===== src/rhe_pkg.sv =====
// shared types and constants for the rgb histogram equalizer
package rhe_pkg;

  localparam int unsigned PIX_W      = 8;
  localparam int unsigned BINS       = 256;
  localparam int unsigned ADDR_W     = $clog2(BINS);
  localparam int unsigned MAX_PIXELS = 1048576;
  localparam int unsigned CNT_W      = $clog2(MAX_PIXELS + 1);
  localparam int unsigned PROD_W     = CNT_W + PIX_W;
  localparam int unsigned BIT_W      = $clog2(PIX_W);

  localparam logic [1:0] ACT_CLEAR = 2'd0;
  localparam logic [1:0] ACT_COUNT = 2'd1;
  localparam logic [1:0] ACT_MAP   = 2'd2;

  typedef struct packed {
    logic [1:0]       action;
    logic [PIX_W-1:0] red_in;
    logic [PIX_W-1:0] green_in;
    logic [PIX_W-1:0] blue_in;
  } in_t;

  typedef struct packed {
    logic [PIX_W-1:0] red_out;
    logic [PIX_W-1:0] green_out;
    logic [PIX_W-1:0] blue_out;
  } out_t;

  typedef enum logic [3:0] {
    ST_CLEAR,
    ST_IDLE,
    ST_CNT_WR,
    ST_BUILD,
    ST_BUILD_END,
    ST_MAP_RD,
    ST_MAP_MUL,
    ST_DIV,
    ST_DONE
  } state_t;

  typedef struct packed {
    logic              load;
    logic              clr_wr;
    logic              clr_total;
    logic              cnt_rd;
    logic              cnt_wr;
    logic              bld_rd;
    logic              run_clr;
    logic              map_rd;
    logic              mul;
    logic              div_step;
    logic              out_load;
    logic [ADDR_W-1:0] idx;
    logic [BIT_W-1:0]  bit_idx;
  } cmd_t;

  typedef struct packed {
    logic full;
    logic out_busy;
  } status_t;

endpackage


===== src/rhe_ctrl.sv =====
// sequencing state machine for the rgb histogram equalizer
module rhe_ctrl (
  input  logic             clk,
  input  logic             rst_n,
  input  logic             in_valid,
  input  rhe_pkg::in_t     in_data,
  output logic             in_stall,
  input  rhe_pkg::status_t status,
  output rhe_pkg::cmd_t    cmd
);

  rhe_pkg::state_t             state_r, state_nxt;
  logic [rhe_pkg::ADDR_W-1:0]  idx_r, idx_nxt;
  logic [rhe_pkg::BIT_W-1:0]   bit_r, bit_nxt;
  logic                        ready_r, ready_nxt;
  logic                        accept;

  assign in_stall = (state_r != rhe_pkg::ST_IDLE);
  assign accept   = in_valid && !in_stall;

  always_ff @(posedge clk) begin
    if (!rst_n) begin
      state_r <= rhe_pkg::ST_CLEAR;
      idx_r   <= '0;
      bit_r   <= '0;
      ready_r <= 1'b0;
    end else begin
      state_r <= state_nxt;
      idx_r   <= idx_nxt;
      bit_r   <= bit_nxt;
      ready_r <= ready_nxt;
    end
  end

  always_comb begin
    state_nxt   = state_r;
    idx_nxt     = idx_r;
    bit_nxt     = bit_r;
    ready_nxt   = ready_r;
    cmd         = '0;
    cmd.idx     = idx_r;
    cmd.bit_idx = bit_r;
    case (state_r)
      rhe_pkg::ST_CLEAR: begin
        cmd.clr_wr    = 1'b1;
        cmd.clr_total = 1'b1;
        ready_nxt     = 1'b0;
        idx_nxt       = idx_r + 1'b1;
        if (idx_r == '1) begin
          state_nxt = rhe_pkg::ST_IDLE;
        end
      end
      rhe_pkg::ST_IDLE: begin
        idx_nxt = '0;
        if (accept) begin
          cmd.load = 1'b1;
          case (in_data.action)
            rhe_pkg::ACT_CLEAR: begin
              state_nxt = rhe_pkg::ST_CLEAR;
            end
            rhe_pkg::ACT_COUNT: begin
              if (!status.full) begin
                cmd.cnt_rd = 1'b1;
                ready_nxt  = 1'b0;
                state_nxt  = rhe_pkg::ST_CNT_WR;
              end
            end
            rhe_pkg::ACT_MAP: begin
              if (ready_r) begin
                state_nxt = rhe_pkg::ST_MAP_RD;
              end else begin
                cmd.run_clr = 1'b1;
                state_nxt   = rhe_pkg::ST_BUILD;
              end
            end
            default: begin
              state_nxt = rhe_pkg::ST_IDLE;
            end
          endcase
        end
      end
      rhe_pkg::ST_CNT_WR: begin
        cmd.cnt_wr = 1'b1;
        state_nxt  = rhe_pkg::ST_IDLE;
      end
      rhe_pkg::ST_BUILD: begin
        cmd.bld_rd = 1'b1;
        idx_nxt    = idx_r + 1'b1;
        if (idx_r == '1) begin
          state_nxt = rhe_pkg::ST_BUILD_END;
        end
      end
      rhe_pkg::ST_BUILD_END: begin
        ready_nxt = 1'b1;
        state_nxt = rhe_pkg::ST_MAP_RD;
      end
      rhe_pkg::ST_MAP_RD: begin
        cmd.map_rd = 1'b1;
        state_nxt  = rhe_pkg::ST_MAP_MUL;
      end
      rhe_pkg::ST_MAP_MUL: begin
        cmd.mul   = 1'b1;
        bit_nxt   = '1;
        state_nxt = rhe_pkg::ST_DIV;
      end
      rhe_pkg::ST_DIV: begin
        cmd.div_step = 1'b1;
        bit_nxt      = bit_r - 1'b1;
        if (bit_r == '0) begin
          state_nxt = rhe_pkg::ST_DONE;
        end
      end
      rhe_pkg::ST_DONE: begin
        if (!status.out_busy) begin
          cmd.out_load = 1'b1;
          state_nxt    = rhe_pkg::ST_IDLE;
        end
      end
      default: begin
        state_nxt = rhe_pkg::ST_IDLE;
      end
    endcase
  end

endmodule


===== config.mk =====
export PLATFORM = sky130hd
export DESIGN_NAME = rhe_ctrl
export DESIGN_NICKNAME = d
export VERILOG_FILES = /design/src/rhe_pkg.sv /design/src/rhe_ctrl.sv
export SDC_FILE = /design/constraint.sdc
export NUM_CORES = 1
export LEC_CHECK = 0
export BUFFER_PORTS_ARGS = -buffer_cell sky130_fd_sc_hd__buf_2
export CORE_UTILIZATION = 47
export CTS_CLUSTER_DIAMETER = 40
export CTS_CLUSTER_SIZE = 28
export DETAILED_ROUTE_END_ITERATION = 10
export HOLD_SLACK_MARGIN = 0.06
export PLACE_DENSITY_LB_ADDON = 0.25
export RECOVER_POWER = 25
export SLEW_MARGIN = 20
export SYNTH_ARGS = -nofsm -noshare
export SYNTH_HDL_FRONTEND = slang
export SYNTH_SLANG_ARGS = --single-unit

===== constraint.sdc =====
create_clock -name clk -period 3.9 [get_ports clk]
set_input_delay 0.195 -clock clk [delete_from_list [all_inputs] [get_ports clk]]
set_output_delay 0.195 -clock clk [all_outputs]
set_load 0.05 [all_outputs]

# Word-level counts from Yosys, hierarchy flattened
# Cells that the tools add are included.
# word_totals
regBits	16
output_inout_bits	23
# op_classes
n_addsub	2
eq_ne	20
muxes	33
reduce_logical	11
# op_table
cell	count
case mux 4 bit (8 select lines)	1
two-way mux 4 bit	6
two-way mux 1 bit	20
== test 4 x 3 -> 1 bit (second input constant)	4
case mux 8 bit (2 select lines)	1
!= test 2 bit (second input constant)	6
case mux 4 bit (3 select lines)	1
adder 8 x 1 -> 8 bit (second input constant)	1
== test 4 x 2 -> 1 bit (second input constant)	2
== test 8 bit (second input constant)	1
case mux 3 bit (2 select lines)	1
AND reduction 6 bit	1
== test 4 x 1 -> 1 bit (second input constant)	1
== test 4 bit (second input constant)	1
logical NOT 4 bit	1
!= test 4 x 1 -> 1 bit (second input constant)	1
AND reduction 4 bit	1
nonzero test 2 bit	2
logical NOT 3 bit	1
two-way mux 3 bit	1
!= test 3 bit (second input constant)	1
case mux 1 bit (3 select lines)	1
nonzero test 3 bit	1
subtractor 3 x 1 -> 3 bit (second input constant)	1
8 further kinds	8

# Depth between registers and ports, before layout
# Gate-level depths: netlist of the first run.
# depth
depth_word	5
depth_mapped	8
depth_no_buf	7

# Worst setup path before layout of the first run
# OpenSTA, ideal clock, no wires.
# synth_timing
path_kind	register to output
start	register state_r[0]
end	output port cmd[20] in the netlist's numbering
t_arrival_ps	2660
required_ps	3705
setup_slack_ps	1045
path_stages_with_launch	5
path_buffers	3
cell_sequence	dfxtp_1 > buf_4 > clkbuf_1 > nor4_1 > buf_4
# synth_lines
item	line	source
start, declared	rhe_ctrl.sv:12	rhe_pkg::state_t state_r, state_nxt;
start signal, assigned	rhe_ctrl.sv:23	state_r <= rhe_pkg::ST_CLEAR;
start signal, assigned	rhe_ctrl.sv:28	state_r <= state_nxt;
end, declared	rhe_ctrl.sv:9	output rhe_pkg::cmd_t cmd

==> results of run 1 <==
[cell usage in the layout (no fill, tap or decap), types with 2 or more instances in the layout]
master    instances
buf_2            20
dfxtp_1          16
nand2_1          15
nor2_1           14
clkbuf_1          9
nor3_1            8
nor2b_1           7
a21oi_1           7
nand3_1           6
inv_1             5
and2_1            4
nand3b_1          4
o211a_1           4
o21ai_0           4
nand2b_1          3
a21boi_0          3
ha_1              3
clkbuf_4          3
nor4_1            2
and3_1            2
a21o_1            2
o21a_1            2
a31oi_1           2
[kinds of logic (layout without fill, tap and decap cells)]
family                   Yosys count  in the layout  share of synthesized area
flip-flops                        16             16                      0.313
adder cells (fa/ha/maj)            3              3                     0.0367
buffers and inverters             14             38                     0.0660
AO/OA/AOI/OAI                     30             30                      0.221
XOR/XNOR                           1              1                    0.00856
AND/OR/NAND/NOR                   70             70                      0.355
[through the flow]
step | util | area (um^2) | hold WS, ps | cells | setup slack [ps]
3_5_place_dp | 0.576 | 1150 | 491 | 181 | 1890
4_1_cts | 0.594 | 1190 | 270 | 185 | 1760
3_3_place_gp | 0.576 | 1150 | 490 | 181 | 1930
6_report | 0.589 | 1180 | 272 | 185 | 1760
2_1_floorplan | - | 1020 | 437 | 134 | 1050
5_1_grt | 0.589 | 1180 | 287 | 185 | 1580
[layout make-up]
| cell class | instances | area (um^2) | share of cell area |
|---|---|---|---|
| Multi-Input combinational cell | 104 | 636 | 0.539 |
| Sequential cell | 16 | 320 | 0.272 |
| Timing Repair Buffer | 29 | 134 | 0.114 |
| Clock buffer | 4 | 36.3 | 0.0308 |
| Tap cell | 27 | 33.8 | 0.0287 |
| Inverter | 5 | 18.8 | 0.0159 |
[registers in the layout (all words and copies together), names as in the netlist]
| name | flops |
|---|---|
| ready_r | 1 |
| bit_r | 3 |
| idx_r | 8 |
| state_r | 4 |
[cells in the mapped netlist, drive strengths merged (3+ instances only)]
cell type  number  area [um^2]
dfxtp          16          320
nand2          15         56.3
nor2           14         52.6
nor3            8         40.0
a21oi           7         35.0
nor2b           7         43.8
nand3           6         30.0
clkbuf          5         18.8
inv             5         18.8
and2            4         25.0
buf             4         30.0
nand2b          4         27.5
nand3b          4         30.0
o211a           4         40.0
o21ai           4         20.0
a21boi          3         22.5
ha              3         37.5
[where the power goes]
group          switching, mW  total, mW  internal, mW  leakage, nW
Combinational         0.0718      0.102        0.0304        0.387
Clock                 0.0546      0.111        0.0569       0.0210
Sequential            0.0135      0.184         0.171        0.130
[per-layer routing]
layer / vias up / global-route usage / routed length [um]
li1: 519 / - / -
met1: 471 / 0.212 / 962
met2: 17 / 0.338 / 1060
met3: 0 / 0.0566 / 81
met4: 0 / 0.0343 / 0
met5: - / 0 / 0
[tightest hold or removal path, delay by kind of cell]
| kind | cells | cell delay [ps] |
|---|---|---|
| simple gates | 2 | 180 |
| buf+inv | 1 | 80 |
| compound gates | 1 | 70 |
[path summary, 6_finish.rpt]
path                            slack (ps)  cells after the start         end
worst max-delay path                  1760                      5     cmd[18]
worst min-delay path                   270                      4     ready_r
worst max register to register        1870                      5  state_r[1]
worst min register to register         510                      2    idx_r[2]
==> flow_summary.toml, run 1 <==
[status]
status = "finished clean"

[finish]
drive_gt1_frac = 0.171
num_antenna_cells = 0
fillCellCount = 198
fin_nets = 193
synthToLayoutAreaGrowth_pct = 15.2

[yosys]
ys_ff_latch = 16
synthArstFlopShare = 0
synth_warnings = 0
synth_ff_type = "dfxtp_1"
synthesis.area_mm2 = 0.00102
synth.avg_cell_area_um2 = 7.64
synth_edf_count = 0
ys_types = 36
synth-seq-area-share = 0.313
synthesis.nets = 168
netlist_instances = 134

[floorplanning]
start_util = 0.511
die_w_um = 48.7
die_h_um = 48.7
die_area_mm2 = 0.00237
coreArea_mm2 = 0.00200
pin_count = 54
fp-row-count = 16

[hold_path]
holdCritStartpoint = "status[1]"
hp-class = "primary input to register"

[grt]
grt_use_total = 0.185
first_global_vias = 853
grt_max_degree = 19
grt_pass1_wl_mm = 3.47
overflow = 0
antenna_found_initial = 0

[timing]
finalSetupViolations = 0
fin_skew_ps = 2.11
period_minus_slack_ps = 2140
slew_viol_final = 0
timing.fmax_mhz = 468
tns_ps = 0
finalHoldViolations = 0
worstMarginPinSlew_ps = 596
timing.final.crit_share = 0.548
rsz0062_at_grt = "no"
slew_headroom = 0.602

[power_and_ir_drop]
power.density_mw_per_mm2 = 338
total_power_uw = 398
p_leak_nw = 0.538
ir_worst_vdd_v = 0.000226

[worst_setup_path]
worstPathArrival_ps = 1940
critPathBufInv = 2
crit_start = "state_r[0]"
critPathTopFamily = "flip-flops"
crit_chain = "nand2b_2 -> nor3_1 -> inv_1 -> nor2_1 -> buf_2"
crit_path_start_kind = "register"
critPathMaxStageDelay_ps = 710
end_kind = "output port"
criticalPathCategory = "register to output port"
worstPathMaxFanout = 17
critPathRequiredTime_ps = 3700
slowest_stage = "dfxtp_1"
worstReg2RegStart = "state_r[0]"

[clocking]
cts_made_buffers = 3
cts_setup_buffers = 0
cts_buffer_depth = 2
cts_hold_buffers = 0
h-tree-depth = 1
cts_tree = "built"
cts-resized-gates = 0
worst_skew_pair.late_latency_ps = 290
cts_root_buffer = "clkbuf_4"
clk_pin_slew_ps = 100
cts_sinks = 16

[route]
drc_errors = 0
vias = 1007
postRouteAntennaNets = 0
vias_per_cell = 5.44
wire_per_inst_um = 11.4
firstDrtPassIters = 4
routed_wl_mm = 2.10
dr.first_iter.drc_count = 9

[placement]
gp_congestion = 0.767
dp_hpwl_mm = 1.53
place.port_buffers = 29

[flow_run]
maxCapViolCount = 0
(Power assumes the default switching activity.)
==> inputs of run 2 (changes only) <==
--- a/config.mk
+++ b/config.mk
@@ -6,7 +6,7 @@
 export NUM_CORES = 1
 export LEC_CHECK = 0
 export BUFFER_PORTS_ARGS = -buffer_cell sky130_fd_sc_hd__buf_2
-export CORE_UTILIZATION = 47
+export CORE_UTILIZATION = 44
 export CTS_CLUSTER_DIAMETER = 40
 export CTS_CLUSTER_SIZE = 28
 export DETAILED_ROUTE_END_ITERATION = 10
==> constraint.sdc (replaced) <==
create_clock -name clk -period 2.19 [get_ports clk]
set_input_delay 0.1095 -clock clk [delete_from_list [all_inputs] [get_ports clk]]
set_output_delay 0.1095 -clock clk [all_outputs]
set_load 0.05 [all_outputs]
==> flow_summary.toml, run 2 (same netlist as run 1, synthesis figures left out) <==
[worst_setup_path]
worstPathArrival_ps = 2060
crit_path_start_kind = "register"
end_kind = "register"
worstPathMaxFanout = 6
critPathRequiredTime_ps = 2380
crit_chain = "ha_1 -> and3_1 -> nand2_1 -> a2111oi_4 -> a21oi_1 -> a21o_1"
criticalPathCategory = "register to register"
worstReg2RegStart = "idx_r[0]"
r2r-end = "state_r[1]"
slowest_stage = "a2111oi_4"
critPathMaxStageDelay_ps = 510
setup.worst_path.end = "state_r[1]"
crit_start = "idx_r[0]"
regToRegSetupSlack_ps = 320
r2r_cells = 6

[route]
wl_met2_mm = 1.15
wl_met1_mm = 1.00
vias_per_cell = 5.49
dr.max_layer_used = "met4"
routed_wl_mm = 2.28
postRouteAntennaNets = 0
firstDrtPassIters = 4
vias = 1043
drc_errors = 0
dr.first_iter.drc_count = 22
wl_met3_um = 98
wire_per_inst_um = 12.0

[clocking]
cts-resized-gates = 0
cts_hold_buffers = 0
cts_root_buffer = "clkbuf_4"
clk_pin_slew_ps = 100
cts_made_buffers = 3
cts_setup_buffers = 0
h-tree-depth = 1
cts_buffer_depth = 2
cts_tree = "built"
cts_sinks = 16
worst_skew_pair.late_latency_ps = 290

[flow_run]
maxCapViolCount = 0

[finish]
synthToLayoutAreaGrowth_pct = 18.8
fin_util = 0.550
fin_nets = 197
largest_reg_flops = 8
final_area_mm2 = 0.00122
top_register = "idx_r"
mostFrequentLayoutCells = "20 x buf_2, 16 x dfxtp_1, 15 x nand2_1, 14 x nor2_1, 9 x clkbuf_1"
drive_gt1_frac = 0.198
layout_commonest_cell = "buf_2"
num_antenna_cells = 0
top_regs = "idx_r (8), state_r (4), bit_r (3)"

[timing]
slew_headroom = 0.605
tns_ps = 0
timing.fmax_mhz = 536
worstMarginPinSlew_ps = 595
timing.final.crit_share = 0.852
finalSetupViolations = 0
fin_skew_ps = 4.72
period_minus_slack_ps = 1870
rsz0062_at_grt = "no"
hold_slack_ps = 201
finalHoldViolations = 0
slew_viol_final = 0

[floorplanning]
fp-row-count = 17
die_area_mm2 = 0.00252
die_h_um = 50.2
pin_count = 54
coreArea_mm2 = 0.00221
start_util = 0.463
die_w_um = 50.2

[hold_path]
holdCritStartpoint = "status[1]"
hold_depth = 4
hp-class = "primary input to register"

[power_and_ir_drop]
total_power_uw = 716
ir_worst_vdd_v = 0.000339
p_leak_nw = 0.561
power.density_mw_per_mm2 = 589

[grt]
grt_use_total = 0.205
grt_pass1_wl_mm = 3.95
overflow = 0
antenna_found_initial = 0
first_global_vias = 924
grt_max_degree = 19

[placement]
dp_hpwl_mm = 1.70
gp_congestion = 0.789
place.port_buffers = 29
placed_area_mm2 = 0.00119

[status]
status = "finished clean"
## run 2: per-stage QoR
stage	worst slack, ps	instances
after floorplan	83.2	134
after global placement	382	186
after detailed placement	372	186
after CTS	358	190
after global routing	189	190
final	324	190
## run 2: worst min path at each step
stage / endpoint / slack (ps)
2_1_floorplan: ready_r / 350
3_3_place_gp: ready_r / 490
6_report: ready_r / 200
3_5_place_dp: idx_r[2] / 510
5_1_grt: bit_r[0] / 200
4_1_cts: state_r[3] / 180
## run 2: final cells by class
class	count	area (um^2)
clock buffers	4	36.3
fillers	225	996
inverters	5	18.8
multi-input cells	104	642
flip-flops and latches	16	320
well taps	28	35.0
repair buffers	33	164
## run 2: where the power goes
part / switching (mW) / internal, mW / leakage (nW)
logic: 0.138 / 0.0612 / 0.410
registers: 0.0175 / 0.304 / 0.130
clock network: 0.0942 / 0.101 / 0.0210
## run 2: worst max-delay path: cells and delay by family, from the launching register on
kind / cells / cell delay (ps)
AOI/OAI and AO/OA: 3 / 790
adders and majority gates: 1 / 220
DFF: 1 / 400
and+or+nand+nor: 2 / 360
## run 2: layer usage
metal / track usage / vias up
li1: - / 527
met1: 0.251 / 487
met2: 0.333 / 25
met3: 0.0636 / 4
met4: 0.0714 / 0
met5: 0 / -
